--- src/design/crl_pkg.sv ---
`timescale 1ns / 1ps
// ----------------------------------------------------------------------------
// crl_pkg: shared types and constants
// Command and status types between controller and datapath, register
// indexes, and the root table used by the fractional power step.
// ----------------------------------------------------------------------------
package crl_pkg;

   localparam int SAMPLE_BITS   = 16;
   localparam int CSR_IDX_BITS  = 3;
   localparam int CSR_DATA_BITS = 32;

   localparam logic [CSR_IDX_BITS-1:0] CSR_WINDOW = 3'd0;
   localparam logic [CSR_IDX_BITS-1:0] CSR_ALPHA  = 3'd1;
   localparam logic [CSR_IDX_BITS-1:0] CSR_BETA   = 3'd2;
   localparam logic [CSR_IDX_BITS-1:0] CSR_BIAS   = 3'd3;

   typedef enum logic [3:0] {
      OP_NONE,
      OP_STORE,
      OP_START,
      OP_READX,
      OP_SUM,
      OP_MULHI,
      OP_MULLO,
      OP_DIV,
      OP_NORM,
      OP_LOG,
      OP_PWR,
      OP_EXP,
      OP_MAG,
      OP_SHIFT,
      OP_SAT,
      OP_EMIT
   } op_type;

   typedef struct packed {
      op_type op;
   } cmd_type;

   typedef struct packed {
      logic done;
      logic last_chan;
      logic rsp_busy;
   } stat_type;

   // floor square root, one result bit per iteration
   function automatic logic [63:0] isqrt64(input logic [63:0] v);
      logic [63:0] rem;
      logic [63:0] res;
      logic [63:0] bits;
      int i;
      rem  = v;
      res  = '0;
      bits = 64'h4000_0000_0000_0000;
      for (i = 0; i < 32; i++) begin
         if (rem >= res + bits) begin
            rem = rem - (res + bits);
            res = (res >> 1) + bits;
         end else begin
            res = res >> 1;
         end
         bits = bits >> 2;
      end
      return res;
   endfunction

   // 2^(2^-k) in Q1.30 by the square root chain from 2.0
   function automatic logic [30:0] exp_root(input int k);
      logic [63:0] r;
      int i;
      r = 64'h8000_0000;
      for (i = 0; i < k; i++) begin
         r = isqrt64(r << 30);
      end
      return r[30:0];
   endfunction

   localparam logic [30:0] EXP_ROOTS [16] = '{
      exp_root(1),  exp_root(2),  exp_root(3),  exp_root(4),
      exp_root(5),  exp_root(6),  exp_root(7),  exp_root(8),
      exp_root(9),  exp_root(10), exp_root(11), exp_root(12),
      exp_root(13), exp_root(14), exp_root(15), exp_root(16)
   };

endpackage

--- src/design/crl_ctrl.sv ---
`timescale 1ns / 1ps
// ----------------------------------------------------------------------------
// crl_ctrl: sequencing controller
// Collects channel items, then steps the datapath through the per-channel
// normalization sequence and hands each result to the output register.
// ----------------------------------------------------------------------------
module crl_ctrl import crl_pkg::*; (
   input  logic     clock,
   input  logic     reset,
   input  logic     req_valid,
   input  logic     req_last,
   output logic     req_ready,
   input  logic     rsp_ready,
   output cmd_type  cmd,
   input  stat_type stat
);
   typedef enum logic [3:0] {
      S_IDLE, S_START, S_READX, S_SUM, S_MULHI, S_MULLO, S_DIV, S_NORM,
      S_LOG, S_PWR, S_EXP, S_MAG, S_SHIFT, S_SAT, S_EMIT
   } state_type;

   state_type state_ff;
   state_type state_in;

   always_ff @(posedge clock) begin
      if (reset) begin
         state_ff <= S_IDLE;
      end else begin
         state_ff <= state_in;
      end
   end

   assign req_ready = (state_ff == S_IDLE);

   always_comb begin
      state_in = state_ff;
      cmd.op   = OP_NONE;
      case (state_ff)
         S_IDLE: begin
            if (req_valid) begin
               cmd.op = OP_STORE;
               if (req_last) begin
                  state_in = S_START;
               end
            end
         end
         S_START: begin
            cmd.op   = OP_START;
            state_in = S_READX;
         end
         S_READX: begin
            cmd.op = OP_READX;
            if (stat.done) state_in = S_SUM;
         end
         S_SUM: begin
            cmd.op = OP_SUM;
            if (stat.done) state_in = S_MULHI;
         end
         S_MULHI: begin
            cmd.op   = OP_MULHI;
            state_in = S_MULLO;
         end
         S_MULLO: begin
            cmd.op   = OP_MULLO;
            state_in = S_DIV;
         end
         S_DIV: begin
            cmd.op = OP_DIV;
            if (stat.done) state_in = S_NORM;
         end
         S_NORM: begin
            cmd.op = OP_NORM;
            if (stat.done) state_in = S_LOG;
         end
         S_LOG: begin
            cmd.op = OP_LOG;
            if (stat.done) state_in = S_PWR;
         end
         S_PWR: begin
            cmd.op   = OP_PWR;
            state_in = S_EXP;
         end
         S_EXP: begin
            cmd.op = OP_EXP;
            if (stat.done) state_in = S_MAG;
         end
         S_MAG: begin
            cmd.op   = OP_MAG;
            state_in = S_SHIFT;
         end
         S_SHIFT: begin
            cmd.op   = OP_SHIFT;
            state_in = S_SAT;
         end
         S_SAT: begin
            cmd.op   = OP_SAT;
            state_in = S_EMIT;
         end
         S_EMIT: begin
            // hold until the output register is free
            if (!stat.rsp_busy || rsp_ready) begin
               cmd.op   = OP_EMIT;
               state_in = stat.last_chan ? S_IDLE : S_START;
            end
         end
         default: begin
            state_in = S_IDLE;
         end
      endcase
   end

endmodule

--- config.mk ---
export PLATFORM = sky130hd
export DESIGN_NAME = crl_ctrl
export DESIGN_NICKNAME = d
export VERILOG_FILES = /design/src/design/crl_pkg.sv /design/src/design/crl_ctrl.sv
export SDC_FILE = /design/constraint.sdc
export NUM_CORES = 1
export LEC_CHECK = 0
export BUFFER_PORTS_ARGS = -buffer_cell sky130_fd_sc_hd__buf_2
export CORE_AREA = 3 3 40 42
export DETAILED_ROUTE_END_ITERATION = 10
export DIE_AREA = 0 0 43 45
export GPL_ROUTABILITY_DRIVEN = 0
export HOLD_SLACK_MARGIN = 0.15
export SYNTH_ARGS = -nofsm -noshare
export SYNTH_HDL_FRONTEND = slang
export SYNTH_SLANG_ARGS = --single-unit
--- constraint.sdc ---
create_clock -name clock -period 1.8 [get_ports clock]
set_clock_uncertainty 0.2 [all_clocks]
set_input_delay 0.18 -clock clock [delete_from_list [all_inputs] [get_ports clock]]
set_output_delay 0.18 -clock clock [all_outputs]
set_load 0.02 [all_outputs]
==> flow_summary.toml <==
[outcome]
outcome = "completed"

[synth]
yosysSeqAreaShare_pct = 20.6
syn_inst = 50
yosys-top-cells-area = "dfxtp_1 21%, o21ai_1 10%, o2bb2ai_4 7.1%, nand2_1 6.8%, a211o_1 6.8%"
synth_common_cells = "8 x o21ai_1, 7 x nand2_1, 5 x a21oi_1"
async_flop_share_pct = 0
ys_ff_latch = 4
synth_top_area_cell = "dfxtp_1"
synth.avg_cell_area_um2 = 7.78
synth-xor-area-share_pct = 0
synth-compound-area-share_pct = 41.2
synth-simple-area-share_pct = 31.5
synth_ff_type = "dfxtp_1"
synth_top_family_by_area = "compound AO/OA/AOI/OAI gates"
muxShareOfSynthArea_pct = 0
yosysMostFrequentCell = "o21ai_1"
netlist.area_leader.share_pct = 20.6
ys_warn_count = 0
synth_edf_count = 0
syn-num-nets = 58
syn_area_um2 = 389
ys_types = 23
synth_adder_area_share_pct = 0

[setup_path]
cp.arrival_ns = 1.37
worstSetupEndpointType = "output port"
required_ns = 1.42
startpoint_type = "flop"
worstPathMaxFanout = 9
crit_type = "reg2out"
reg2reg_depth = 4

[global_route]
grt_pass1_wl_um = 1510
antenna_found_initial = 0
grt_max_degree = 14
grt_overflow = 0
grt_use_total_pct = 10.3
grt_pass1_vias = 371

[timing]
period_minus_slack_ns = 1.75
rsz0062_at_grt = "no"
drv_slew = 0
hold_viol_final = 0
setup_viol = 0
worst_pin_slew_ns = 0.466
timing.final.ws_setup_ns = 0.0518
fin_tns_setup_ns = 0
fin_crit_sh_pct = 97.1
relSlewSlack_pct = 68.9
max_freq_mhz = 572

[clock_tree]
cts_root_buf = "clkbuf_4"
cts_tree = "done"
cts_buffers = 3
clock-sinks = 4
cts.clk_slew.worst_paths_ns = 0.04
cts_max_level = 1
postCtsSetupBuffers = 0
clock_latency_ns = 0.24
clk_path_buf_depth = 2

[die]
coreArea_um2 = 1280
start_util_pct = 30.3
die_w_um = 43
die_area_um2 = 1940
num_rows = 13
die_y_um = 45
pin_count = 13

[hold_path]
hold_path_depth = 4
min_path_type = "in2reg"

[job]
cap_violations = 0

[drt]
drt_iter0_drc = 8
routed_wl_um = 961
ant_nets = 0
route.detailed.drc = 0
num_vias = 448
firstDrtPassIters = 4
vias_per_cell = 5.60
wire_per_inst_um = 12.0

[layout]
top_regs = "state_ff x4"
final_core_utilization_pct = 40.6
syn2layout_area_growth_pct = 34.1
drive_gt1_share_pct = 36.9
largest_reg_flops = 4
top_register = "state_ff"
fin_nets = 75
n_antenna_cell = 0

[power_and_ir_drop]
leakage_nw = 0.210
powerDensity_nw_per_um2 = 1250
peakVddDrop_uv = 416

[placed_design]
pre_cts_ws_ns = 0.143
hpwl_um = 678
portBuffers = 12
==> worst paths after layout <==
kind,startpoint,to,slack (ns)
min,stat[1],state_ff[0]$_SDFFE_PP0P_,0.17
max reg2reg,state_ff[0]$_SDFFE_PP0P_,state_ff[0]$_SDFFE_PP0P_,0.08
min reg2reg,state_ff[3]$_SDFFE_PP0P_,state_ff[3]$_SDFFE_PP0P_,0.35
max,state_ff[1]$_SDFFE_PP0P_,cmd[2],0.05
==> area by class of cell <==
type	instances	area (µm²)
Fill cell	141	763
Timing Repair Buffer	16	97.6
Clock buffer	3	22.5
Sequential cell	4	82.6
Multi-Input combinational cell	41	297
Tap cell	15	18.8
Inverter	1	3.75
==> report_power, final <==
group	internal (mW)	total [mW]	switching, mW
logic	0.177	0.366	0.189
registers	0.108	0.172	0.0638
clock network	0.0749	0.116	0.0413
total	0.360	0.654	0.294
==> timing repair <==
action / CTS / global route
endpoints found under the hold margin: 4 / 0
endpoints found under the setup margin: 0 / 2
hold buffers: 2 / 0
gates resized for setup: 0 / 5
==> per-stage QoR <==
step	total power [mW]	hold slack [ns]	std cells	area [µm²]
after global placement	0.502	0.194	75	460
after floorplan	0.422	0.0491	50	389
after global routing	0.700	0.186	80	522
after CTS	0.627	0.164	80	503
final	0.654	0.170	80	522
after detailed placement	0.507	0.194	75	460
==> placed cells by master, fill, tap and decap left out, types with 2 or more instances in the layout <==
cell type,netlist,layout
a211o_1,3,3
buf_2,3,11
a21oi_1,5,5
nand2_1,7,7
nand2b_1,2,2
o21ai_1,8,8
clkbuf_4,0,3
dfxtp_2,0,2
dlygate4sd3_1,0,2
buf_4,1,3
nand3b_1,3,3
dfxtp_1,4,2
==> metal layers <==
layer / vias up / track usage (%) / part of all wire, %
met1: 207 / 13.9 / 49
met4: 0 / 7.23 / 0
met2: 21 / 15.0 / 45
li1: 220 / - / -
met5: - / 0 / 0
met3: 0 / 1.59 / 6.0
==> worst max-delay path, stage by stage, from the launching register on <==
cell	delay (ns)
dfxtp_1	0.53
buf_4	0.21
inv_1	0.05
o21ai_1	0.12
nand2_1	0.06
buf_2	0.15
==> cells by family after synthesis <==
kind of cell | after synthesis
AO/OA/AOI/OAI | 21
buffers and inverters | 5
flip-flops | 4
AND/OR/NAND/NOR | 20
No activity file was read; power rests on OpenSTA's default activity.
